[src/sv/gaussian_particle_weight_2d_macros.svh]
// ----------------------------------------------------------------------------
// Gaussian particle weight assertion macros
// Shared concurrent assertion forms for the weight unit.
// ----------------------------------------------------------------------------
`ifndef GAUSSIAN_PARTICLE_WEIGHT_2D_MACROS_SVH
`define GAUSSIAN_PARTICLE_WEIGHT_2D_MACROS_SVH

// The consequent must hold in the same cycle as the antecedent.
`define GPW_ASSERT_IMP(label, clk, rst_n, ante, cons) \
    label: assert property (@(posedge clk) disable iff (!rst_n) (ante) |-> (cons)) \
        else $error("gaussian particle weight: assertion failed");

// The consequent must hold a fixed number of cycles after the antecedent.
`define GPW_ASSERT_DLY(label, clk, rst_n, ante, dly, cons) \
    label: assert property (@(posedge clk) disable iff (!rst_n) (ante) |-> ##dly (cons)) \
        else $error("gaussian particle weight: timing assertion failed");

`endif

[src/sv/gpw_pkg.sv]
// ----------------------------------------------------------------------------
// Gaussian particle weight package
// Shared widths, codes, queue word types and the exp table generator.
// ----------------------------------------------------------------------------
package gpw_pkg;

    // Field and datapath widths.
    localparam int POS_W     = 16;
    localparam int ERR_W     = 17;
    localparam int MAG_W     = 16;
    localparam int SQ_W      = 32;
    localparam int INV_W     = 24;
    localparam int PROD_W    = 56;
    localparam int SUM_W     = 57;
    localparam int A16_W     = 20;
    localparam int T16_W     = 21;
    localparam int SHIFT_W   = 5;
    localparam int ENTRY_W   = 17;
    localparam int WEIGHT_W  = 16;
    localparam int CFG_ADDR_W = 1;

    // Arithmetic constants.
    localparam logic [16:0] LOG2E_Q16    = 17'd94548;
    localparam logic [63:0] LN2_Q30      = 64'd744261118;
    localparam int          ARG_LIMIT_INT = 12;
    localparam int          SERIES_TERMS  = 24;

    // Queue between the front and the back.
    localparam int Q_DEPTH = 4;
    localparam int Q_PTR_W = 2;
    localparam int Q_CNT_W = 3;

    // Configuration register indexes.
    typedef enum logic [CFG_ADDR_W-1:0] {
        CFG_INV_VAR_X = 1'b0,
        CFG_INV_VAR_Y = 1'b1
    } t_cfg_reg;

    // One queued word: squared errors and the zero-error class bit.
    typedef struct packed {
        logic [SQ_W-1:0] sq_x;
        logic [SQ_W-1:0] sq_y;
        logic            zero;
    } t_q_word;

    // Queue status seen by the top level.
    typedef struct packed {
        logic empty;
        logic full;
        logic near_full;
    } t_q_status;

    // Truncating division of a series term by its index.
    function automatic logic [63:0] div_term(input logic [63:0] x, input logic [4:0] k);
        logic [63:0] q;
        unique case (k)
            5'd1:    q = x / 1;
            5'd2:    q = x / 2;
            5'd3:    q = x / 3;
            5'd4:    q = x / 4;
            5'd5:    q = x / 5;
            5'd6:    q = x / 6;
            5'd7:    q = x / 7;
            5'd8:    q = x / 8;
            5'd9:    q = x / 9;
            5'd10:   q = x / 10;
            5'd11:   q = x / 11;
            5'd12:   q = x / 12;
            5'd13:   q = x / 13;
            5'd14:   q = x / 14;
            5'd15:   q = x / 15;
            5'd16:   q = x / 16;
            5'd17:   q = x / 17;
            5'd18:   q = x / 18;
            5'd19:   q = x / 19;
            5'd20:   q = x / 20;
            5'd21:   q = x / 21;
            5'd22:   q = x / 22;
            5'd23:   q = x / 23;
            5'd24:   q = x / 24;
            default: q = x;
        endcase
        return q;
    endfunction

    // exp(-y) in Q.16 for y given in Q.30, by an alternating Taylor series.
    function automatic logic [ENTRY_W-1:0] frac_entry(input logic [63:0] arg_q30);
        logic [63:0]        term;
        logic signed [63:0] acc;
        logic [63:0]        rounded;
        term = 64'd1 << 30;
        acc  = signed'(term);
        for (int k = 1; k <= SERIES_TERMS; k++) begin
            term = div_term((term * arg_q30) >> 30, 5'(k));
            if (k[0]) begin
                acc = acc - signed'(term);
            end else begin
                acc = acc + signed'(term);
            end
        end
        if (acc < 0) begin
            acc = '0;
        end
        rounded = (unsigned'(acc) + 64'd8192) >> 14;
        return rounded[ENTRY_W-1:0];
    endfunction

endpackage

[src/sv/gpw_queue.sv]
// ----------------------------------------------------------------------------
// Gaussian particle weight queue
// Small first-in first-out buffer that decouples the front from the back.
// ----------------------------------------------------------------------------
module gpw_queue (
    input  logic                 i_clk,
    input  logic                 i_rst_n,
    input  logic                 i_push,
    input  gpw_pkg::t_q_word     i_word,
    input  logic                 i_pop,
    output gpw_pkg::t_q_word     o_word,
    output gpw_pkg::t_q_status   o_stat
);

    gpw_pkg::t_q_word                r_mem [gpw_pkg::Q_DEPTH];
    logic [gpw_pkg::Q_PTR_W-1:0]     r_wr_ptr;
    logic [gpw_pkg::Q_PTR_W-1:0]     r_rd_ptr;
    logic [gpw_pkg::Q_CNT_W-1:0]     r_count;
    logic                            w_do_push;
    logic                            w_do_pop;

    assign w_do_push = i_push && !o_stat.full;
    assign w_do_pop  = i_pop && !o_stat.empty;

    // Pointers and fill count.
    always_ff @(posedge i_clk) begin
        if (!i_rst_n) begin
            r_wr_ptr <= '0;
            r_rd_ptr <= '0;
            r_count  <= '0;
        end else begin
            if (w_do_push) begin
                r_wr_ptr <= r_wr_ptr + 1'b1;
            end
            if (w_do_pop) begin
                r_rd_ptr <= r_rd_ptr + 1'b1;
            end
            unique case ({w_do_push, w_do_pop})
                2'b10:   r_count <= r_count + 1'b1;
                2'b01:   r_count <= r_count - 1'b1;
                default: r_count <= r_count;
            endcase
        end
    end

    // Storage.
    always_ff @(posedge i_clk) begin
        if (w_do_push) begin
            r_mem[r_wr_ptr] <= i_word;
        end
    end

    assign o_word           = r_mem[r_rd_ptr];
    assign o_stat.empty     = (r_count == '0);
    assign o_stat.full      = (r_count == gpw_pkg::Q_CNT_W'(gpw_pkg::Q_DEPTH));
    assign o_stat.near_full = (r_count >= gpw_pkg::Q_CNT_W'(gpw_pkg::Q_DEPTH - 2));

endmodule

[config.mk]
export PLATFORM = sky130hd
export DESIGN_NAME = gpw_queue
export DESIGN_NICKNAME = d
export VERILOG_FILES = /design/src/sv/gaussian_particle_weight_2d_macros.svh /design/src/sv/gpw_pkg.sv /design/src/sv/gpw_queue.sv
export SDC_FILE = /design/constraint.sdc
export NUM_CORES = 1
export LEC_CHECK = 0
export ABC_AREA = 1
export CAP_MARGIN = 25
export CORE_AREA = 2 2 141 143
export DETAILED_ROUTE_END_ITERATION = 16
export DIE_AREA = 0 0 143 145
export DONT_BUFFER_PORTS = 1
export PLACE_DENSITY_LB_ADDON = 0.1
export SLEW_MARGIN = 20
export SYNTH_ARGS = -nofsm -noshare
export SYNTH_HDL_FRONTEND = slang
export SYNTH_SLANG_ARGS = --single-unit
export TNS_END_PERCENT = 20
[constraint.sdc]
create_clock -name i_clk -period 3.95 [get_ports i_clk]
set_clock_uncertainty 0.15 [all_clocks]
set_input_delay 0 -clock i_clk [delete_from_list [all_inputs] [get_ports i_clk]]
set_output_delay 0 -clock i_clk [all_outputs]
set_load 0.1 [all_outputs]
==> impl_metrics.ini <==
[run_status]
outcome = complete, no violations

[grt]
grt_pass1_wl_mm = 34.31
grt-ovfl-total = 0
grt_use_total_pct = 21.13
grt_max_degree = 80
grt_pass1_vias = 6522
antenna_found_initial = 1

[pwr]
power_mw = 10.27
ir_drop_mv = 0.6267
power_density_mw_per_mm2 = 794.3
power.leakage_nw = 4.397

[timing]
period_share_pct = 88.91
worst_pin_slew_ns = 1.018
rsz0062_at_grt = no
max_clock_freq_mhz = 284.7
finalSetupViolations = 0
setup_tns_ns = 0
slew_headroom_pct = 32.04
final_hold_viol_count = 0
fin_crit_ns = 3.512
slew_viol_final = 0

[synthesis]
synth_seq_cells = 269
synthDistinctLibCells = 22
postSynthAreaPerCell_um2 = 14.91
netlist_area_mm2 = 0.01044
synthCells = 700
ys_seq_area_share_pct = 76.51
yosys_warnings = 0
syn_nets = 775

[detailed_routing]
antenna_left = 0
drtIter0Drc = 404
vias = 6196
routed_wl_mm = 22.19
drt_pass1_iterations = 4
via_per_inst = 5.537
drcViolationCount = 0
wl_per_cell_um = 19.83

[floorplan]
dieArea_mm2 = 0.02074
die_y_um = 145
pin_count = 137
die_w_um = 143
num_rows = 51
fp.coreArea_mm2 = 0.01921
start_util_pct = 54.35

[min_path]
worst_hold_path.endpoint = r_mem[2][18]
hold-path-cell-count = 1
hold_class = input pin to flop
hold_path.startpoint = i_word[18]

[final_layout]
drive_above_1_share_pct = 24.27
nets = 910
area_growth_pct = 23.85

[placed_design]
io_buffer_count = 0
dpl.hpwl_mm = 12.43
routabilityCongestion = 0.7481

[critical_path]
required_ns = 4.20
worst_ep_arrival_time_ns = 3.76
cp-start-kind = flop
reg2reg_depth = 14
rr_endpoint = r_count[2]
worstPathMaxFanout = 7
crit_type = flop to flop
critPathCaptureType = flop
reg2reg_from = r_count[0]
regToRegSetupSlack_ns = 0.44

[cts]
post_cts_buffers = 0
cts_root_buf = clkbuf_16
cts_tree = yes
cts_max_level = 1
clock_path_buffers = 3
worstSkewPairLatency_ns = 0.52
cts_buffers = 28
path_clk_slew_ns = 0.06
clock-sinks = 269

[job]
max-cap-violations = 0
==> cell usage after synthesis <==
master    count  area (um2)
o21ai_1      35       175.2
inv_1        18       67.56
ha_1          5       62.56
buf_2        12       60.06
nand3_1       5       25.02
inv_2         1       3.750
fa_1          1       20.02
a21oi_1       5       25.02
o21ai_0      92       460.4
buf_12        3       60.06
o22ai_2      20       250.2
o22ai_1      45       281.5
buf_6         9       101.4
dfxtp_1       9       180.2
edfxtp_1    260        7807
nor2_4       20       225.2
clkbuf_1     17       63.81
o21ai_2       5       43.79
buf_4         1       7.510
nor2_1      120       450.4
nand2_1      16       60.06
inv_6         1       8.760
==> placed cells by master (no fill, tap or decap), types with 2 or more instances in the layout <==
| cell | netlist | layout |
|---|---|---|
| edfxtp_1 | 260 | 260 |
| nor2_1 | 120 | 116 |
| o21ai_0 | 92 | 92 |
| buf_4 | 1 | 73 |
| dlygate4sd3_1 | 0 | 70 |
| o22ai_2 | 20 | 65 |
| o21ai_1 | 35 | 35 |
| clkbuf_16 | 0 | 29 |
| nor2_4 | 20 | 24 |
| inv_1 | 18 | 18 |
| nand2_1 | 16 | 16 |
| clkbuf_1 | 17 | 12 |
| dfxtp_1 | 9 | 7 |
| o21ai_2 | 5 | 5 |
| a21oi_1 | 5 | 5 |
| nand3_1 | 5 | 5 |
| ha_1 | 5 | 5 |
| clkinv_1 | 0 | 4 |
| buf_12 | 3 | 4 |
| clkinv_2 | 0 | 2 |
==> worst max-delay path: stages, from the launching register on <==
cell,delay (ns)
dfxtp_1,0.34
nor2_1,0.15
nand2_1,0.12
nand2_1,0.39
ha_1,0.25
inv_1,0.07
fa_1,0.38
inv_1,0.08
nand2_1,0.06
nand3_1,0.09
nand2_1,0.07
nand2_1,0.05
dlygate4sd3_1,0.56
nor2_1,0.05
dlygate4sd3_1,0.57
==> power by group <==
| group | switching (mW) | internal (mW) | leakage, nW |
|---|---|---|---|
| Clock | 0.980 | 1.34 | 0.386 |
| Combinational | 3.54 | 0.892 | 1.55 |
| Sequential | 0.125 | 3.39 | 2.46 |
| Total | 4.65 | 5.62 | 4.40 |
==> per-layer routing <==
metal	part of all wire [%]	vias up	global-route usage (%)	wire (um)
li1	-	2888	-	-
met1	43	3132	27.25	9503
met2	51	157	36.94	11290
met3	5.1	19	3.993	1142
met4	1.1	0	5.149	248
met5	0	-	0	0
==> what timing repair did <==
action,in CTS,in global routing
setup endpoints to repair,0,0
hold buffers,70,0
endpoints found under the hold margin,269,0
resized for setup,0,0
==> cell type report <==
cell class,count,area [um2]
timing repair buffer,147,1329
clock inverter,7,32.53
tap,265,331.6
clock buffer,41,770.7
sequential,269,7993
multi-input combinational,369,2391
antenna,1,2.502
fill,1348,6277
inverter,20,80.08
==> state kept, by name, indices dropped and copies added, names as in the netlist, named ones only <==
register	flops
r_count	3
r_mem	260
r_rd_ptr	2
r_wr_ptr	2
==> worst max-delay path by stage <==
| stage | from | cells after the start | end |
|---|---|---|---|
| 3_5_place_dp | flop | 4 | o_word[32] |
| 5_1_grt | r_count[0] | 14 | r_count[2] |
| 3_3_place_gp | r_count[0] | 5 | r_mem[2][30] |
| 6_report | r_count[0] | 14 | r_count[2] |
| 2_1_floorplan | r_count[0] | 4 | r_mem[0][0] |
| 4_1_cts | r_count[0] | 14 | r_count[2] |
==> cells by family (layout without fill, tap and decap cells) <==
family / count (synthesis) / after routing / synth area share [%]
other: 0 / 1 / 0
AND/OR/NAND/NOR: 161 / 161 / 7.287
adder cells (fa/ha/maj): 6 / 6 / 0.7910
buffers and inverters: 62 / 215 / 3.571
flip-flops: 269 / 269 / 76.51
AO/OA/AOI/OAI: 202 / 202 / 11.84
==> per-stage QoR <==
step	instance area (um2)	setup WS (ns)	std cells	util, %	hold slack, ns
2_1_floorplan	10440	-0.06731	700	-	-0.05113
3_3_place_gp	11420	1.539	1000	59.48	-0.05099
3_5_place_dp	11420	1.465	1000	59.48	-0.05100
4_1_cts	12930	0.5185	1118	67.31	0.007561
5_1_grt	12930	0.2284	1119	67.32	0.02781
6_report	12930	0.4380	1119	67.32	0.02552
(Power assumes the default switching activity.)
