`src/sv/gaussian_particle_weight_2d_macros.svh`:
```
// ----------------------------------------------------------------------------
// Gaussian particle weight assertion macros
// Shared concurrent assertion forms for the weight unit.
// ----------------------------------------------------------------------------
`ifndef GAUSSIAN_PARTICLE_WEIGHT_2D_MACROS_SVH
`define GAUSSIAN_PARTICLE_WEIGHT_2D_MACROS_SVH

// The consequent must hold in the same cycle as the antecedent.
`define GPW_ASSERT_IMP(label, clk, rst_n, ante, cons) \
    label: assert property (@(posedge clk) disable iff (!rst_n) (ante) |-> (cons)) \
        else $error("gaussian particle weight: assertion failed");

// The consequent must hold a fixed number of cycles after the antecedent.
`define GPW_ASSERT_DLY(label, clk, rst_n, ante, dly, cons) \
    label: assert property (@(posedge clk) disable iff (!rst_n) (ante) |-> ##dly (cons)) \
        else $error("gaussian particle weight: timing assertion failed");

`endif

```
`src/sv/gpw_pkg.sv`:
```
// ----------------------------------------------------------------------------
// Gaussian particle weight package
// Shared widths, codes, queue word types and the exp table generator.
// ----------------------------------------------------------------------------
package gpw_pkg;

    // Field and datapath widths.
    localparam int POS_W     = 16;
    localparam int ERR_W     = 17;
    localparam int MAG_W     = 16;
    localparam int SQ_W      = 32;
    localparam int INV_W     = 24;
    localparam int PROD_W    = 56;
    localparam int SUM_W     = 57;
    localparam int A16_W     = 20;
    localparam int T16_W     = 21;
    localparam int SHIFT_W   = 5;
    localparam int ENTRY_W   = 17;
    localparam int WEIGHT_W  = 16;
    localparam int CFG_ADDR_W = 1;

    // Arithmetic constants.
    localparam logic [16:0] LOG2E_Q16    = 17'd94548;
    localparam logic [63:0] LN2_Q30      = 64'd744261118;
    localparam int          ARG_LIMIT_INT = 12;
    localparam int          SERIES_TERMS  = 24;

    // Queue between the front and the back.
    localparam int Q_DEPTH = 4;
    localparam int Q_PTR_W = 2;
    localparam int Q_CNT_W = 3;

    // Configuration register indexes.
    typedef enum logic [CFG_ADDR_W-1:0] {
        CFG_INV_VAR_X = 1'b0,
        CFG_INV_VAR_Y = 1'b1
    } t_cfg_reg;

    // One queued word: squared errors and the zero-error class bit.
    typedef struct packed {
        logic [SQ_W-1:0] sq_x;
        logic [SQ_W-1:0] sq_y;
        logic            zero;
    } t_q_word;

    // Queue status seen by the top level.
    typedef struct packed {
        logic empty;
        logic full;
        logic near_full;
    } t_q_status;

    // Truncating division of a series term by its index.
    function automatic logic [63:0] div_term(input logic [63:0] x, input logic [4:0] k);
        logic [63:0] q;
        unique case (k)
            5'd1:    q = x / 1;
            5'd2:    q = x / 2;
            5'd3:    q = x / 3;
            5'd4:    q = x / 4;
            5'd5:    q = x / 5;
            5'd6:    q = x / 6;
            5'd7:    q = x / 7;
            5'd8:    q = x / 8;
            5'd9:    q = x / 9;
            5'd10:   q = x / 10;
            5'd11:   q = x / 11;
            5'd12:   q = x / 12;
            5'd13:   q = x / 13;
            5'd14:   q = x / 14;
            5'd15:   q = x / 15;
            5'd16:   q = x / 16;
            5'd17:   q = x / 17;
            5'd18:   q = x / 18;
            5'd19:   q = x / 19;
            5'd20:   q = x / 20;
            5'd21:   q = x / 21;
            5'd22:   q = x / 22;
            5'd23:   q = x / 23;
            5'd24:   q = x / 24;
            default: q = x;
        endcase
        return q;
    endfunction

    // exp(-y) in Q.16 for y given in Q.30, by an alternating Taylor series.
    function automatic logic [ENTRY_W-1:0] frac_entry(input logic [63:0] arg_q30);
        logic [63:0]        term;
        logic signed [63:0] acc;
        logic [63:0]        rounded;
        term = 64'd1 << 30;
        acc  = signed'(term);
        for (int k = 1; k <= SERIES_TERMS; k++) begin
            term = div_term((term * arg_q30) >> 30, 5'(k));
            if (k[0]) begin
                acc = acc - signed'(term);
            end else begin
                acc = acc + signed'(term);
            end
        end
        if (acc < 0) begin
            acc = '0;
        end
        rounded = (unsigned'(acc) + 64'd8192) >> 14;
        return rounded[ENTRY_W-1:0];
    endfunction

endpackage

```
`src/sv/gpw_back.sv`:
```
// ----------------------------------------------------------------------------
// Gaussian particle weight back end
// Scales the squared errors, reduces the exponent base two, looks up the
// fractional power and shifts it into the Q0.16 weight.
// ----------------------------------------------------------------------------
module gpw_back #(
    parameter int POS_FRAC_BITS     = 8,
    parameter int EXP_TABLE_ENTRIES = 64
) (
    input  logic                                 i_clk,
    input  logic                                 i_rst_n,
    input  logic                                 i_vld,
    input  gpw_pkg::t_q_word                     i_word,
    input  logic [gpw_pkg::INV_W-1:0]            i_inv_var_x,
    input  logic [gpw_pkg::INV_W-1:0]            i_inv_var_y,
    output logic                                 o_valid,
    output logic [gpw_pkg::WEIGHT_W-1:0]         o_weight
);

    localparam int IDX_W = $clog2(EXP_TABLE_ENTRIES + 1);
    localparam int FE_W  = 25;
    localparam int T_W   = 37;
    localparam logic [gpw_pkg::SUM_W-1:0] ARG_LIMIT =
        gpw_pkg::SUM_W'(gpw_pkg::ARG_LIMIT_INT) << (16 + 2 * POS_FRAC_BITS);

    // Constant table of 2^(-i/EXP_TABLE_ENTRIES), i = 0..EXP_TABLE_ENTRIES.
    logic [gpw_pkg::ENTRY_W-1:0] w_lut [EXP_TABLE_ENTRIES + 1];

    for (genvar gi = 0; gi <= EXP_TABLE_ENTRIES; gi++) begin : g_lut
        localparam logic [63:0] ArgQ30 =
            (64'(gi) * gpw_pkg::LN2_Q30 + 64'(EXP_TABLE_ENTRIES / 2)) / EXP_TABLE_ENTRIES;
        assign w_lut[gi] = gpw_pkg::frac_entry(ArgQ30);
    end

    // Stage valid bits.
    logic                              r_b1_vld, r_b2_vld, r_b3_vld, r_b4_vld, r_b5_vld;
    // Stage payloads.
    logic [gpw_pkg::PROD_W-1:0]        r_b1_px, r_b1_py;
    logic                              r_b1_zero;
    logic [gpw_pkg::A16_W-1:0]         r_b2_a16;
    logic                              r_b2_far, r_b2_zero;
    logic [gpw_pkg::T16_W-1:0]         r_b3_t16;
    logic                              r_b3_far, r_b3_zero;
    logic [IDX_W-1:0]                  r_b4_idx;
    logic [gpw_pkg::SHIFT_W-1:0]       r_b4_n;
    logic                              r_b4_far, r_b4_zero;
    logic [gpw_pkg::ENTRY_W-1:0]       r_b5_e;
    logic [gpw_pkg::SHIFT_W-1:0]       r_b5_n;
    logic                              r_b5_far, r_b5_zero;
    logic                              r_valid;
    logic [gpw_pkg::WEIGHT_W-1:0]      r_weight;

    logic [gpw_pkg::SUM_W-1:0]         w_sum;
    logic [T_W-1:0]                    w_t;
    logic [FE_W-1:0]                   w_fe;
    logic [gpw_pkg::ENTRY_W:0]         w_half;
    logic [gpw_pkg::ENTRY_W:0]         w_shift;
    logic [gpw_pkg::WEIGHT_W-1:0]      n_weight;

    // Argument sum, base-2 conversion and table index.
    assign w_sum = gpw_pkg::SUM_W'(r_b1_px) + gpw_pkg::SUM_W'(r_b1_py);
    assign w_t   = T_W'(r_b2_a16) * T_W'(gpw_pkg::LOG2E_Q16) + T_W'(32768);
    assign w_fe  = FE_W'(r_b3_t16[15:0]) * FE_W'(EXP_TABLE_ENTRIES) + FE_W'(32768);

    // Rounded right shift of the table entry by the integer part.
    assign w_half  = (r_b5_n == '0) ? '0
                   : ((gpw_pkg::ENTRY_W + 1)'(1) << (r_b5_n - 1'b1));
    assign w_shift = ((gpw_pkg::ENTRY_W + 1)'(r_b5_e) + w_half) >> r_b5_n;

    // Final selection and saturation.
    always_comb begin
        priority if (r_b5_far) begin
            n_weight = '0;
        end else if (r_b5_zero || (w_shift > (gpw_pkg::ENTRY_W + 1)'(16'hFFFF))) begin
            n_weight = '1;
        end else begin
            n_weight = w_shift[gpw_pkg::WEIGHT_W-1:0];
        end
    end

    // Valid pipeline.
    always_ff @(posedge i_clk) begin
        if (!i_rst_n) begin
            r_b1_vld <= 1'b0;
            r_b2_vld <= 1'b0;
            r_b3_vld <= 1'b0;
            r_b4_vld <= 1'b0;
            r_b5_vld <= 1'b0;
            r_valid  <= 1'b0;
        end else begin
            r_b1_vld <= i_vld;
            r_b2_vld <= r_b1_vld;
            r_b3_vld <= r_b2_vld;
            r_b4_vld <= r_b3_vld;
            r_b5_vld <= r_b4_vld;
            r_valid  <= r_b5_vld;
        end
    end

    // Data pipeline.
    always_ff @(posedge i_clk) begin
        r_b1_px   <= gpw_pkg::PROD_W'(i_word.sq_x) * gpw_pkg::PROD_W'(i_inv_var_x);
        r_b1_py   <= gpw_pkg::PROD_W'(i_word.sq_y) * gpw_pkg::PROD_W'(i_inv_var_y);
        r_b1_zero <= i_word.zero;

        r_b2_a16  <= w_sum[2 * POS_FRAC_BITS +: gpw_pkg::A16_W];
        r_b2_far  <= (w_sum >= ARG_LIMIT);
        r_b2_zero <= r_b1_zero;

        r_b3_t16  <= w_t[16 +: gpw_pkg::T16_W];
        r_b3_far  <= r_b2_far;
        r_b3_zero <= r_b2_zero;

        r_b4_idx  <= w_fe[16 +: IDX_W];
        r_b4_n    <= r_b3_t16[16 +: gpw_pkg::SHIFT_W];
        r_b4_far  <= r_b3_far;
        r_b4_zero <= r_b3_zero;

        r_b5_e    <= w_lut[r_b4_idx];
        r_b5_n    <= r_b4_n;
        r_b5_far  <= r_b4_far;
        r_b5_zero <= r_b4_zero;

        r_weight  <= n_weight;
    end

    assign o_valid  = r_valid;
    assign o_weight = r_weight;

endmodule

```
`config.mk`:
```
export PLATFORM = sky130hd
export DESIGN_NAME = gpw_back
export DESIGN_NICKNAME = d
export VERILOG_FILES = /design/src/sv/gaussian_particle_weight_2d_macros.svh /design/src/sv/gpw_pkg.sv /design/src/sv/gpw_back.sv
export SDC_FILE = /design/constraint.sdc
export NUM_CORES = 2
export LEC_CHECK = 0
export BUFFER_PORTS_ARGS = -buffer_cell sky130_fd_sc_hd__buf_2
export CAP_MARGIN = 40
export CELL_PAD_IN_SITES_DETAIL_PLACEMENT = 0
export CELL_PAD_IN_SITES_GLOBAL_PLACEMENT = 1
export CORE_MARGIN = 8
export CORE_UTILIZATION = 36
export CTS_BUF_LIST = sky130_fd_sc_hd__clkbuf_4 sky130_fd_sc_hd__clkbuf_8
export CTS_CLUSTER_DIAMETER = 150
export DETAILED_ROUTE_END_ITERATION = 10
export PLACE_DENSITY_LB_ADDON = 0.12
export SLEW_MARGIN = 20
export SYNTH_ARGS = -nofsm -noshare
export SYNTH_HDL_FRONTEND = slang
export SYNTH_SLANG_ARGS = --single-unit
export TNS_END_PERCENT = 50
```
`constraint.sdc`:
```
create_clock -name i_clk -period 20.4 [get_ports i_clk]
set_input_delay 1.02 -clock i_clk [delete_from_list [all_inputs] [get_ports i_clk]]
set_output_delay 1.02 -clock i_clk [all_outputs]
set_load 0.01 [all_outputs]
```
==> reports/results.tsv <==
stage	metric	value	unit
outcome	status	finished clean	
yosys	Top FF cell, synth	dfxtp_1	
global_route	GR peak layer	met2	
die	Cell Rows	156	
die	Initial Util	36.1	%
setup_path	Worst path depth	25	
sta	Final Hold Fails	0	
yosys	largest cells by area after synthesis	fa_1 (43%), ha_1 (12%), inv_1 (9.3%), and2_1 (7.7%), dfxtp_1 (6.4%)	
yosys	post-synthesis simple-gate area fraction	16.4	%
route	Routed WL	191000	µm
setup_path	worst setup path category	input pin to flop	
yosys	Seq cells post-synth	209	
setup_path	Setup crit end kind	flop	
cells_and_area	fill count	18700	
route	Routed WL per cell	19.9	µm
yosys	Post-synth ARST share	0	%
sta	final slew viol count	0	
yosys	Mapped Cells	7317	
flow_run	max_cap viols	0	
setup_path	slowest stage cell, crit path	buf_2	
die	I/O Pins	133	
global_route	met2 Usage GRT	37.2	%
route	drt pass-1 iters	5	
global_route	global-route wire length before repair	306000	µm
yosys	adder-cell share of the synthesized area	55.0	%
yosys	syn_area_per_cell	8.88	µm²
worst_hold_path	Hold Startpoint	r_b3_far	
die	Die Ht	441	µm
cells_and_area	Net count, final	9294	
global_route	GR Layer Usage met3	1.81	%
cells_and_area	most frequent cells in the layout	inv_1 (1610), fa_1 (1410), nand2_1 (912), and2_1 (800), ha_1 (599)	
setup_path	reg-to-reg endpoint	r_b3_t16[20]	
setup_path	worst endpoint required time	20880	ps
sta	number of setup violations in the final report	0	
sta	setup TNS	0	ps
route	Post-DRT Antenna Nets	0	
clocking	clock buffer depth	3	
yosys	main combinational cell family by area after synthesis	adder cells	
worst_hold_path	hold path depth	0	
die	Die ar.	194000	µm²
yosys	multiplexer area fraction after synthesis	0.458	%
sta	RSZ-0062 raised after global routing	false	
yosys	Yosys top cell area share	43.5	%
place	dpl hpwl	149000	µm
yosys	Mapped Nets	9442	
cells_and_area	P&R area growth vs syn	5.39	%
clocking	H-tree levels	2	
clocking	clock sink total	209	
cells_and_area	share of layout cells above drive strength 1	3.73	%
sta	setup ws final	11960	ps
route	DR vias	47400	
setup_path	reg-to-reg slack, setup	13280	ps
yosys	Synth cell types	90	
global_route	total track usage	19.9	%
clocking	CTS clock-pin slew for the worst setup and hold paths	70	ps
place	Placer Congestion	0.825	
route	Starting DRT DRC Count	2197	
setup_path	Worst EP arrival	8930	ps
sta	Slew @ Worst Pin	877	ps
sta	Setup Skew	29.5	ps
setup_path	R2R cell count	23	
yosys	Post-Synth XOR/XNOR Area	2.44	%
place	number of buffers added on ports	132	
worst_hold_path	Hold Path Sink	r_b4_far	
global_route	antenna violations before repair	10	
route	Via density	4.95	
sta	Max transition margin	41.5	%
clocking	CTS root buffer	clkbuf_8	
yosys	sequential area share after synthesis	6.44	%
yosys	Synth Area in Compound Gates	7.89	%
global_route	GR Overflow Total	0	
worst_hold_path	worst hold path type	flop to flop	
sta	fin crit share	41.4	%
yosys	Synth Warn #	0	
setup_path	Startpoint Class	input pin	
setup_path	Worst Path Buf+Inv	4	
setup_path	Worst Path Max Fanout	32	
sta	minimum clock period	8440	ps
global_route	largest net degree at the start of global routing	63	
setup_path	crit-path max cell delay	630	ps
clocking	Num CTS Buffers	35	
global_route	vias in the first global route	53100	
setup_path	RR Startpoint	r_b2_a16[8]	
clocking	# resized after CTS	0	
yosys	number of synthesized flops with an enable pin	0	
yosys	synthesized cell area	65000	µm²
clocking	later-pin clock latency in the skew report	560	ps
clocking	CTS tree	yes	
route	Residual DRC	0	
sta	Max Freq	0.118	GHz
global_route	met1 Use GR	25.4	%
cells_and_area	commonest non-fill, non-tap cell in the layout	inv_1	
die	Die Width	441	µm
setup_path	Top Family by Delay on Critical Path	adder cells	
setup_path	Crit path top cell by count	fa_1	
place	Setup WS pre-CTS	11370	ps
die	Core Area	180000	µm²
yosys	Synth area leader	fa_1	
clocking	post-cts hold buffer count	0	
clocking	post-CTS setup buffers	0	
==> sequential cells by signal (all words and copies together), names as in the netlist, 5 cells and up <==
register  count
r_b1_px      56
r_b1_py      56
r_b2_a16     20
r_b5_e       17
o_weight     16
r_b3_t16     12
r_b4_idx      7
r_b4_n        5
r_b5_n        5
==> synthesized netlist by cell type, drive strengths merged (4+ instances only) <==
library cell / number
inv: 1611
fa: 1410
nand2: 912
and2: 800
ha: 599
clkbuf: 335
a21oi: 261
dfxtp: 209
nor2: 160
o21ai: 126
xnor2: 123
a21o: 116
xor2: 58
nand3: 52
nor3: 50
a211oi: 37
o21bai: 35
a31oi: 32
nand4: 31
and3: 30
nand2b: 24
mux2i: 23
o21a: 20
buf: 19
nor2b: 19
o211ai: 19
o31ai: 16
a211o: 12
a221oi: 12
or3: 12
a31o: 10
a311oi: 9
o221ai: 8
o31a: 8
or2: 8
nor4: 7
o22ai: 7
nor3b: 6
o311ai: 6
and4: 5
and4b: 5
o211a: 5
a2111oi: 4
a2bb2oi: 4
a41oi: 4
==> cell families after synthesis <==
| logic type | count (synthesis) |
|---|---|
| AND/OR/NAND/NOR | 2134 |
| adder cells (fa/ha/maj) | 2009 |
| buffers and inverters | 1968 |
| AO/OA/AOI/OAI | 789 |
| flip-flops | 209 |
| XOR/XNOR | 181 |
| multiplexers | 27 |
==> per-stage QoR <==
step	util [%]	cell area, µm²	cells	hold slack, ps
2_1_floorplan	-	65000	7317	310
3_3_place_gp	37.5	67400	9489	312
6_report	38.0	68500	9567	319
5_1_grt	38.0	68500	9563	325
4_1_cts	37.9	68300	9556	326
3_5_place_dp	37.6	67600	9495	313
==> cell type report <==
type / instances / area, µm² / share of cell area (%)
timing repair buffer: 169 / 1150 / 1.69
clock inverter: 11 / 75.1 / 0.110
clock buffer: 50 / 638 / 0.932
antenna: 4 / 10.0 / 0.0146
multi-input combinational: 5140 / 53400 / 78.0
inverter: 1614 / 6060 / 8.85
sequential: 209 / 4190 / 6.11
tap: 2370 / 2970 / 4.33
==> metal layers <==
layer	share of wire, %	vias up	routed length, µm
met3	3.2	182	6070
li1	-	21800	-
met5	0	-	0
met4	1.7	0	3270
met1	43	24600	81900
met2	52	847	99400
==> worst max-delay path by stage <==
stage                  endpoint            from
floorplan           r_b1_py[52]  i_inv_var_y[3]
global placement    r_b1_px[53]  i_inv_var_x[9]
detailed placement  r_b1_py[52]  i_inv_var_y[9]
CTS                 r_b1_py[52]      i_word[14]
global route        r_b1_py[52]  i_inv_var_y[7]
finish              r_b1_py[52]  i_inv_var_y[9]
==> worst reg2reg max path: cells and delay by family (launching register included) <==
family          cells  cell delay (ps)
flops               1              570
xor+xnor            2              340
compound gates      5             1510
fa+ha+maj           7             3210
buf+inv             5              310
simple gates        4             1060
Power is left out: the tool's default activity adds up to more than one toggle a clock period on the data nets, which glitch-free logic cannot reach.
