==> src/sv/gaussian_particle_weight_2d_macros.svh <==
// ----------------------------------------------------------------------------
// Gaussian particle weight assertion macros
// Shared concurrent assertion forms for the weight unit.
// ----------------------------------------------------------------------------
`ifndef GAUSSIAN_PARTICLE_WEIGHT_2D_MACROS_SVH
`define GAUSSIAN_PARTICLE_WEIGHT_2D_MACROS_SVH

// The consequent must hold in the same cycle as the antecedent.
`define GPW_ASSERT_IMP(label, clk, rst_n, ante, cons) \
    label: assert property (@(posedge clk) disable iff (!rst_n) (ante) |-> (cons)) \
        else $error("gaussian particle weight: assertion failed");

// The consequent must hold a fixed number of cycles after the antecedent.
`define GPW_ASSERT_DLY(label, clk, rst_n, ante, dly, cons) \
    label: assert property (@(posedge clk) disable iff (!rst_n) (ante) |-> ##dly (cons)) \
        else $error("gaussian particle weight: timing assertion failed");

`endif

==> src/sv/gpw_pkg.sv <==
// ----------------------------------------------------------------------------
// Gaussian particle weight package
// Shared widths, codes, queue word types and the exp table generator.
// ----------------------------------------------------------------------------
package gpw_pkg;

    // Field and datapath widths.
    localparam int POS_W     = 16;
    localparam int ERR_W     = 17;
    localparam int MAG_W     = 16;
    localparam int SQ_W      = 32;
    localparam int INV_W     = 24;
    localparam int PROD_W    = 56;
    localparam int SUM_W     = 57;
    localparam int A16_W     = 20;
    localparam int T16_W     = 21;
    localparam int SHIFT_W   = 5;
    localparam int ENTRY_W   = 17;
    localparam int WEIGHT_W  = 16;
    localparam int CFG_ADDR_W = 1;

    // Arithmetic constants.
    localparam logic [16:0] LOG2E_Q16    = 17'd94548;
    localparam logic [63:0] LN2_Q30      = 64'd744261118;
    localparam int          ARG_LIMIT_INT = 12;
    localparam int          SERIES_TERMS  = 24;

    // Queue between the front and the back.
    localparam int Q_DEPTH = 4;
    localparam int Q_PTR_W = 2;
    localparam int Q_CNT_W = 3;

    // Configuration register indexes.
    typedef enum logic [CFG_ADDR_W-1:0] {
        CFG_INV_VAR_X = 1'b0,
        CFG_INV_VAR_Y = 1'b1
    } t_cfg_reg;

    // One queued word: squared errors and the zero-error class bit.
    typedef struct packed {
        logic [SQ_W-1:0] sq_x;
        logic [SQ_W-1:0] sq_y;
        logic            zero;
    } t_q_word;

    // Queue status seen by the top level.
    typedef struct packed {
        logic empty;
        logic full;
        logic near_full;
    } t_q_status;

    // Truncating division of a series term by its index.
    function automatic logic [63:0] div_term(input logic [63:0] x, input logic [4:0] k);
        logic [63:0] q;
        unique case (k)
            5'd1:    q = x / 1;
            5'd2:    q = x / 2;
            5'd3:    q = x / 3;
            5'd4:    q = x / 4;
            5'd5:    q = x / 5;
            5'd6:    q = x / 6;
            5'd7:    q = x / 7;
            5'd8:    q = x / 8;
            5'd9:    q = x / 9;
            5'd10:   q = x / 10;
            5'd11:   q = x / 11;
            5'd12:   q = x / 12;
            5'd13:   q = x / 13;
            5'd14:   q = x / 14;
            5'd15:   q = x / 15;
            5'd16:   q = x / 16;
            5'd17:   q = x / 17;
            5'd18:   q = x / 18;
            5'd19:   q = x / 19;
            5'd20:   q = x / 20;
            5'd21:   q = x / 21;
            5'd22:   q = x / 22;
            5'd23:   q = x / 23;
            5'd24:   q = x / 24;
            default: q = x;
        endcase
        return q;
    endfunction

    // exp(-y) in Q.16 for y given in Q.30, by an alternating Taylor series.
    function automatic logic [ENTRY_W-1:0] frac_entry(input logic [63:0] arg_q30);
        logic [63:0]        term;
        logic signed [63:0] acc;
        logic [63:0]        rounded;
        term = 64'd1 << 30;
        acc  = signed'(term);
        for (int k = 1; k <= SERIES_TERMS; k++) begin
            term = div_term((term * arg_q30) >> 30, 5'(k));
            if (k[0]) begin
                acc = acc - signed'(term);
            end else begin
                acc = acc + signed'(term);
            end
        end
        if (acc < 0) begin
            acc = '0;
        end
        rounded = (unsigned'(acc) + 64'd8192) >> 14;
        return rounded[ENTRY_W-1:0];
    endfunction

endpackage

==> src/sv/gpw_front.sv <==
// ----------------------------------------------------------------------------
// Gaussian particle weight front end
// Takes a position word, forms the axis errors, squares them and marks words
// whose errors are both zero before handing them to the queue.
// ----------------------------------------------------------------------------
module gpw_front (
    input  logic                                i_clk,
    input  logic                                i_rst_n,
    input  logic                                i_accept,
    input  logic signed [gpw_pkg::POS_W-1:0]    i_pred_x,
    input  logic signed [gpw_pkg::POS_W-1:0]    i_pred_y,
    input  logic signed [gpw_pkg::POS_W-1:0]    i_obs_x,
    input  logic signed [gpw_pkg::POS_W-1:0]    i_obs_y,
    output logic                                o_push,
    output gpw_pkg::t_q_word                    o_word
);

    logic signed [gpw_pkg::ERR_W-1:0] w_ex;
    logic signed [gpw_pkg::ERR_W-1:0] w_ey;
    logic [gpw_pkg::ERR_W-1:0]        w_abs_x;
    logic [gpw_pkg::ERR_W-1:0]        w_abs_y;

    logic                             r_s1_vld;
    logic [gpw_pkg::MAG_W-1:0]        r_mag_x;
    logic [gpw_pkg::MAG_W-1:0]        r_mag_y;
    logic                             r_s2_vld;
    gpw_pkg::t_q_word                 r_word;

    // Sign-extended errors and their magnitudes.
    assign w_ex    = {i_pred_x[gpw_pkg::POS_W-1], i_pred_x}
                   - {i_obs_x[gpw_pkg::POS_W-1], i_obs_x};
    assign w_ey    = {i_pred_y[gpw_pkg::POS_W-1], i_pred_y}
                   - {i_obs_y[gpw_pkg::POS_W-1], i_obs_y};
    assign w_abs_x = w_ex[gpw_pkg::ERR_W-1] ? unsigned'(-w_ex) : unsigned'(w_ex);
    assign w_abs_y = w_ey[gpw_pkg::ERR_W-1] ? unsigned'(-w_ey) : unsigned'(w_ey);

    // Valid bits of the two front stages.
    always_ff @(posedge i_clk) begin
        if (!i_rst_n) begin
            r_s1_vld <= 1'b0;
            r_s2_vld <= 1'b0;
        end else begin
            r_s1_vld <= i_accept;
            r_s2_vld <= r_s1_vld;
        end
    end

    // Stage one holds the magnitudes, stage two the squares and the class bit.
    always_ff @(posedge i_clk) begin
        r_mag_x     <= w_abs_x[gpw_pkg::MAG_W-1:0];
        r_mag_y     <= w_abs_y[gpw_pkg::MAG_W-1:0];
        r_word.sq_x <= gpw_pkg::SQ_W'(r_mag_x) * gpw_pkg::SQ_W'(r_mag_x);
        r_word.sq_y <= gpw_pkg::SQ_W'(r_mag_y) * gpw_pkg::SQ_W'(r_mag_y);
        r_word.zero <= (r_mag_x == '0) && (r_mag_y == '0);
    end

    assign o_push = r_s2_vld;
    assign o_word = r_word;

endmodule

==> config.mk <==
export PLATFORM = sky130hd
export DESIGN_NAME = gpw_front
export DESIGN_NICKNAME = d
export VERILOG_FILES = /design/src/sv/gaussian_particle_weight_2d_macros.svh /design/src/sv/gpw_pkg.sv /design/src/sv/gpw_front.sv
export SDC_FILE = /design/constraint.sdc
export NUM_CORES = 1
export LEC_CHECK = 0
export BUFFER_PORTS_ARGS = -buffer_cell sky130_fd_sc_hd__buf_2
export CAP_MARGIN = 20
export CORE_ASPECT_RATIO = 1.75
export CORE_MARGIN = 8
export CORE_UTILIZATION = 45
export CTS_BUF_LIST = sky130_fd_sc_hd__clkbuf_4 sky130_fd_sc_hd__clkbuf_8
export DETAILED_ROUTE_END_ITERATION = 10
export PLACE_DENSITY = 0.67
export SLEW_MARGIN = 25
export SYNTH_ARGS = -nofsm -noshare
export SYNTH_HDL_FRONTEND = slang
export SYNTH_SLANG_ARGS = --single-unit
==> constraint.sdc <==
create_clock -name i_clk -period 5.5 [get_ports i_clk]
set_clock_uncertainty 0.2 [all_clocks]
set_input_delay 0.55 -clock i_clk [delete_from_list [all_inputs] [get_ports i_clk]]
set_output_delay 0.55 -clock i_clk [all_outputs]
set_load 0.02 [all_outputs]
==> results of run 1 <==
[per-layer routing]
| layer | part of all wire [%] | global-route usage [%] | wire length, um |
|---|---|---|---|
| met3 | 2.4 | 2.19 | 1190 |
| met5 | 0 | 0 | 0 |
| met2 | 60 | 43.3 | 29500 |
| met1 | 31 | 17.4 | 15300 |
| met4 | 6.4 | 13.9 | 3140 |
[layout make-up]
type                    instances  area (um2)
clock inverters                 5        85.1
fillers                      3750       18100
inverters                     555        2090
clock buffers                  11         139
flip-flops and latches         97        2000
repair buffers                420        2990
diodes                          1        2.50
multi-input cells            1428       15400
well taps                     555         694
[how the worst max path moves through the flow]
stage	start	endpoint	slack, ns	cells past startpoint
after global routing	r_mag_y[2]$_DFF_P_	o_word[30]$_DFF_P_	-0.69	22
after CTS	r_mag_x[9]$_DFF_P_	o_word[52]$_DFF_P_	-0.53	24
after detailed placement	r_mag_x[5]$_DFF_P_	o_word[58]$_DFF_P_	-0.76	22
after global placement	r_mag_x[5]$_DFF_P_	o_word[61]$_DFF_P_	-0.67	21
after floorplan	r_mag_y[1]$_DFF_P_	o_word[30]$_DFF_P_	-0.23	23
final	r_mag_y[2]$_DFF_P_	o_word[30]$_DFF_P_	-0.54	22
[cells in the final DEF (no fill, tap or decap), types with 64 or more instances in the layout]
| cell type | netlist | layout |
|---|---|---|
| nor2_1 | 87 | 76 |
| ha_1 | 237 | 221 |
| xnor2_1 | 84 | 80 |
| buf_4 | 2 | 262 |
| a21oi_1 | 93 | 64 |
| inv_1 | 555 | 543 |
| and2_1 | 83 | 74 |
| fa_1 | 326 | 321 |
| nand2_1 | 181 | 168 |
| buf_2 | 1 | 130 |
| dfxtp_1 | 97 | 73 |
[cell families after synthesis]
group | count (synthesis)
simple gates | 473
compound gates | 263
other cells | 1
flops | 97
buf+inv | 606
xor+xnor | 122
fa+ha+maj | 563
mux | 5
[flip-flops by register name, indices dropped and copies added, names as in the netlist]
register  flops
o_push        1
r_mag_y      16
r_s1_vld      1
r_mag_x      16
o_word       63
[stage by stage]
stage / hold slack [ns] / instance area, um2
6_report: 0.121 / 23400
5_1_grt: 0.105 / 23400
4_1_cts: 0.0816 / 23100
3_5_place_dp: 0.235 / 22300
3_3_place_gp: 0.216 / 22300
2_1_floorplan: 0.166 / 19300
[critical path, stage by stage, from the launching register on]
cell and delay (ns):
dfxtp_2 0.35, buf_12 0.13, and2_4 0.14, fa_1 0.52
inv_2 0.04, fa_1 0.51, inv_2 0.04, fa_2 0.52
inv_2 0.04, fa_1 0.47, inv_1 0.05, fa_1 0.50
fa_2 0.46, ha_4 0.30, nand4_1 0.11, buf_4 0.17
nor2_4 0.11, a21oi_4 0.08, o32a_1 0.42, o311a_1 0.36
o21bai_1 0.17, a21oi_1 0.11, xnor2_1 0.14
[timing repair]
item	4_1_cts	5_1_grt
pin swaps	65	58
setup endpoints to repair	34	38
setup buffers	13	10
resized for setup	122	59
==> summary.md, run 1 <==
| Metric | Value |
|---|---|
| Io pins | `133` |
| Pre-CTS setup slack | `-0.759 ns` |
| Cts bufs inserted | `9` |
| Crit path capture type | `register` |
| Post-synth top flop | `dfxtp_1` |
| Hold_sp | `i_accept` |
| Main combinational cell family by area after synthesis | `adder cells` |
| Clock Latency Late Sink | `between 0.4 and 0.5 ns` |
| CTS root buf | `clkbuf_8` |
| Synth warn | `0` |
| Distinct cells, synth | `70` |
| R2r worst-path depth | `22` |
| Number of synthesized flops with an enable pin | `0` |
| First-pass GRT wire length | `80,100 um` |
| Arrival time worst endpoint | `6.16 ns` |
| Largest area contributor in the netlist | `fa_1` |
| Commonest cells in the synthesized netlist | `inv_1 (555), fa_1 (326), ha_1 (237)` |
| Maximum clock frequency | `166 MHz` |
| Synth top area cells | `fa_1 (35%), ha_1 (16%), inv_1 (11%), dfxtp_1 (10%), xnor2_1 (3.9%)` |
| R2r endpoint | `o_word[30]$_DFF_P_` |
| Core Util, Final | `56.3%` |
| First-pass DRT Iterations | `5` |
| Post-synthesis cell area | `18,800 um2` |
| Die width | `171 um` |
| Largest net degree at the start of global routing | `17` |
| Post-Synth Simple-Gate Area | `12.1%` |
| Initial drt markers | `between 400 and 500` |
| Initial core utilization | `45.4%` |
| Die area | `48,900 um2` |
| Non-Filler Instances | `roughly 3,100` |
| Total Routing Usage GR | `20.8%` |
| Row count | `around 100` |
| RSZ-0062 raised after global routing | `yes` |
| Req. time, crit path | `5.62 ns` |
| Failing checks | `setup timing` |
| Hold depth | `2` |
| Gate Count Post-Synth | `2,130` |
| Setup TNS | `-9.35 ns` |
| Share of cells above drive strength 1 | `around a quarter` |
| Final setup viols | `30` |
| H-Tree Depth | `3` |
| Kind of critical path | `reg -> reg` |
| Post-DRT Antenna Nets | `0` |
| Vias in the first global route | `17,400` |
| Count of input and output buffers | `130` |
| Worst min path class | `in -> reg` |
| Tmin final | `6.04 ns` |
| Clock sink total | `just under 100` |
| Slew headroom | `44.5%` |
| Total number of vias | `15,400` |
| Clock slew at reported path FFs | `0.11 ns` |
| Max FO, Critical Path | `8` |
| Core Footprint | `41,500 um2` |
| CTS tree | `built` |
| Synth Register Bits | `97` |
| R2r setup slk | `-0.54 ns` |
| Final Slew Violations | `0` |
| GP Congestion | `0.947` |
| Fin. Hold Viols | `0` |
| Most numerous cell in the Yosys netlist | `inv_1` |
| Post-Synth XOR/XNOR Area | `5.67%` |
| Top cell type's share of synthesized area | `34.6%` |
| Routed wire length | `49,200 um` |
| Worst Hold Endpoint | `r_s1_vld$_SDFF_PN0_` |
| Total grt overflow | `0` |
| Post-Synth Adder-Cell Area | `50.4%` |
| Final critical-path share of the clock period | `110%` |
| Worst setup margin | `-0.541 ns` |
| Sequential fraction of the synthesis area | `10.3%` |
| Fraction of registers with async set/reset | `0%` |
| Initial antenna violation count | `1` |
| Post-route DRC | `0` |
| Number of nets in the layout | `between 3,000 and 4,000` |
| Placed cell count | `3,036` |
| Layout area overhead | `24.1%` |
| Die H | `287 um` |
| Worst-Margin Slew | `~0.83 ns` |
| Mean Syn Cell Area | `8.85 um2` |
| Post-synthesis mux area share | `0.299%` |
| WL/cell | `roughly 16 um` |
| Hpwl dp | `between 40,000 and 50,000 um` |
| CP Launch Type | `register` |
| Clock tree buffer depth | `2` |
| Worst r2r src | `r_mag_y[2]$_DFF_P_` |
| Post-synthesis compound-gate area fraction | `9.11%` |
| Max cap viols | `0` |
| Cts hold-fix bufs | `0` |
| Status | `complete, but fails checks` |
| Vias per std cell | `5.00` |
Power of run 1 is not shown: default switching activity piles up to over one toggle a cycle in this logic, so the estimate is an artifact.
==> inputs of run 2 (changes only) <==
- ABC_AREA: not set -> 1
==> summary.md, run 2 <==
| Metric | Value |
|---|---|
| Worst-path cell chain | `buf_12, nand2_4, inv_1, fa_1, inv_1, fa_1, inv_2, fa_1, fa_1, fa_1, inv_1, fa_1, inv_2, ha_4, a21o_1, a31oi_1, nand2_1, nand2_1, nand3_2, a21o_1, nand2_1, nand2_1, nand2_1, nand2_1` |
| Die H | `291 um` |
| Arrival time worst endpoint | `5.60 ns` |
| Post-Place Cell Area | `22,400 um2` |
| Share of cells above drive strength 1 | `24.3%` |
| Fin. Hold Viols | `0` |
| Vias per std cell | `4.91` |
| Count of input and output buffers | `130` |
| Initial core utilization | `45.3%` |
| Total number of vias | `16,800` |
| Worst-Margin Slew | `around 0.80 ns` |
| Req. time, crit path | `approximately 5.6 ns` |
| Number of nets in the layout | `3,471` |
| Tmin final | `5.49 ns` |
| Io pins | `133` |
| Core Footprint | `43,100 um2` |
| CTS tree | `built` |
| Post-DRT Antenna Nets | `0` |
| Final Slew Violations | `0` |
| Die area | `between 50,000 and 60,000 um2` |
| Kind of critical path | `reg -> reg` |
| Initial antenna violation count | `2` |
| Row count | `101` |
| Post-synth top flop | `dfxtp_1` |
| Most common cell after layout, fill and taps aside | `inv_1` |
| Gate Count Post-Synth | `2,509` |
| Cts bufs inserted | `9` |
| Post-synthesis cell area | `slightly below 20,000 um2` |
| Clock tree buffer depth | `2` |
| Die width | `approximately 170 um` |
| Total Routing Usage GR | `20.3%` |
| CTS root buf | `clkbuf_8` |
| First-pass DRT Iterations | `5` |
| Top cell type's share of synthesized area | `33.4%` |
| Layout area overhead | `24.3%` |
| Maximum clock frequency | `between 150 and 200 MHz` |
| Sequential fraction of the synthesis area | `9.95%` |
| Slowest stage cell on the critical path | `fa_1` |
| Largest net degree at the start of global routing | `18` |
| Clock Latency Late Sink | `0.42 ns` |
| Cell area after layout | `24,300 um2` |
| Initial drt markers | `~580` |
| Worst path bufs/invs | `6` |
| Largest delay contributor family on the critical path | `adder cells` |
| Clock slew at reported path FFs | `0.10 ns` |
| Cts hold-fix bufs | `0` |
| Number of synthesized flops with an enable pin | `0` |
| Synth top area cells | `fa_1 (33%), ha_1 (15%), inv_1 (14%), nand2_1 (10%), dfxtp_1 (10%)` |
| RSZ-0062 raised after global routing | `yes` |
| Commonest non-fill, non-tap cells in the layout | `inv_1 (684), nand2_1 (485), fa_1 (304)` |
| Slew headroom | `approximately 46%` |
| Filler cells | `roughly 3,900` |
| Status | `finished, final reports clean` |
| Clock sink total | `97` |
| Synth Register Bits | `97` |
| Mean Syn Cell Area | `7.78 um2` |
| First-pass GRT wire length | `a little over 80,000 um` |
| Crit path capture type | `register` |
| WL/cell | `15.4 um` |
| Max cap viols | `0` |
| Final critical-path share of the clock period | `99.9%` |
| Max reg flops | `63` |
| Max FO, Critical Path | `8` |
| Distinct cells, synth | `40` |
| Routed wire length | `52,700 um` |
| Largest area contributor in the netlist | `fa_1` |
| CP Launch Type | `register` |
| H-Tree Depth | `3` |
| Vias in the first global route | `18,100` |
| GP Congestion | `roughly 0.93` |
| Crit path largest cell delay | `0.54 ns` |
| Hpwl dp | `45,400 um` |
| Synth warn | `0` |
| Worst min path class | `in -> reg` |
| Fraction of registers with async set/reset | `0%` |
| Total grt overflow | `0` |
| Post-route DRC | `0` |
| Final setup viols | `0` |
| Commonest cells in the synthesized netlist | `inv_1 (720), nand2_1 (539), fa_1 (326)` |
| Most numerous cell in the Yosys netlist | `inv_1` |
[run 2: per-layer routing]
metal,vias up,GRT usage (%),part of all wire [%]
met3,161,2.31,2.6
met4,0,11.4,5.4
met5,-,0,0
met1,8223,17.1,32
met2,367,43.6,60
li1,8019,-,-
[run 2: area by class of cell]
cell class                 instances  area, um2  share of cell area (%)
clock buffer                       9        124                   0.511
tap                              566        708                    2.92
clock inverter                     6       53.8                   0.222
timing repair buffer             389       2830                    11.6
sequential                        97       2040                    8.42
inverter                         720       2710                    11.2
multi-input combinational       1624      15800                    65.1
antenna                            3       7.51                  0.0309
[run 2: logic make-up (layout without fill, tap and decap cells)]
group           Yosys count  after routing  synth area share, %
buf+inv                 789           1124                 15.3
simple gates            775            775                 16.1
fa+ha+maj               563            563                 48.6
compound gates          179            179                 5.16
xor+xnor                105            105                 4.81
flops                    97             97                 9.95
other cells               1              5               0.0192
[run 2: worst min-delay path: stages]
cell,delay [ns]
buf_2,0.08
nand2_1,0.04
inv_1,0.04
[run 2: per-stage QoR]
step	setup WS [ns]	util (%)	hold slack, ns	setup TNS (ns)	cells
2_1_floorplan	0.000744	-	0.129	0	2510
5_1_grt	-0.199	56.3	0.100	-2.43	3414
6_report	0.00729	56.3	0.106	0	3414
3_5_place_dp	-0.355	51.9	0.207	-5.89	3357
3_3_place_gp	-0.352	51.9	0.196	-3.93	3357
4_1_cts	0.00104	53.1	0.0484	0	3374
[run 2: worst paths after layout]
kind	end	from	slack, ns	depth (start not counted)
worst max register to register	o_word[62]$_DFF_P_	r_mag_x[8]$_DFF_P_	0.007	24
worst min register to register	o_push$_SDFF_PN0_	r_s1_vld$_SDFF_PN0_	0.22	2
worst max-delay path	o_word[62]$_DFF_P_	r_mag_x[8]$_DFF_P_	0.007	24
worst min-delay path	r_s1_vld$_SDFF_PN0_	i_accept	0.11	3
[run 2: timing repair]
item | 4_1_cts | 5_1_grt
endpoints found under the hold margin | 0 | 0
endpoints found under the setup margin | 33 | 39
gates resized for setup | 93 | 303
pin swaps | 13 | 130
setup buffers | 2 | 38
Power of run 2 is left out for the same reason.
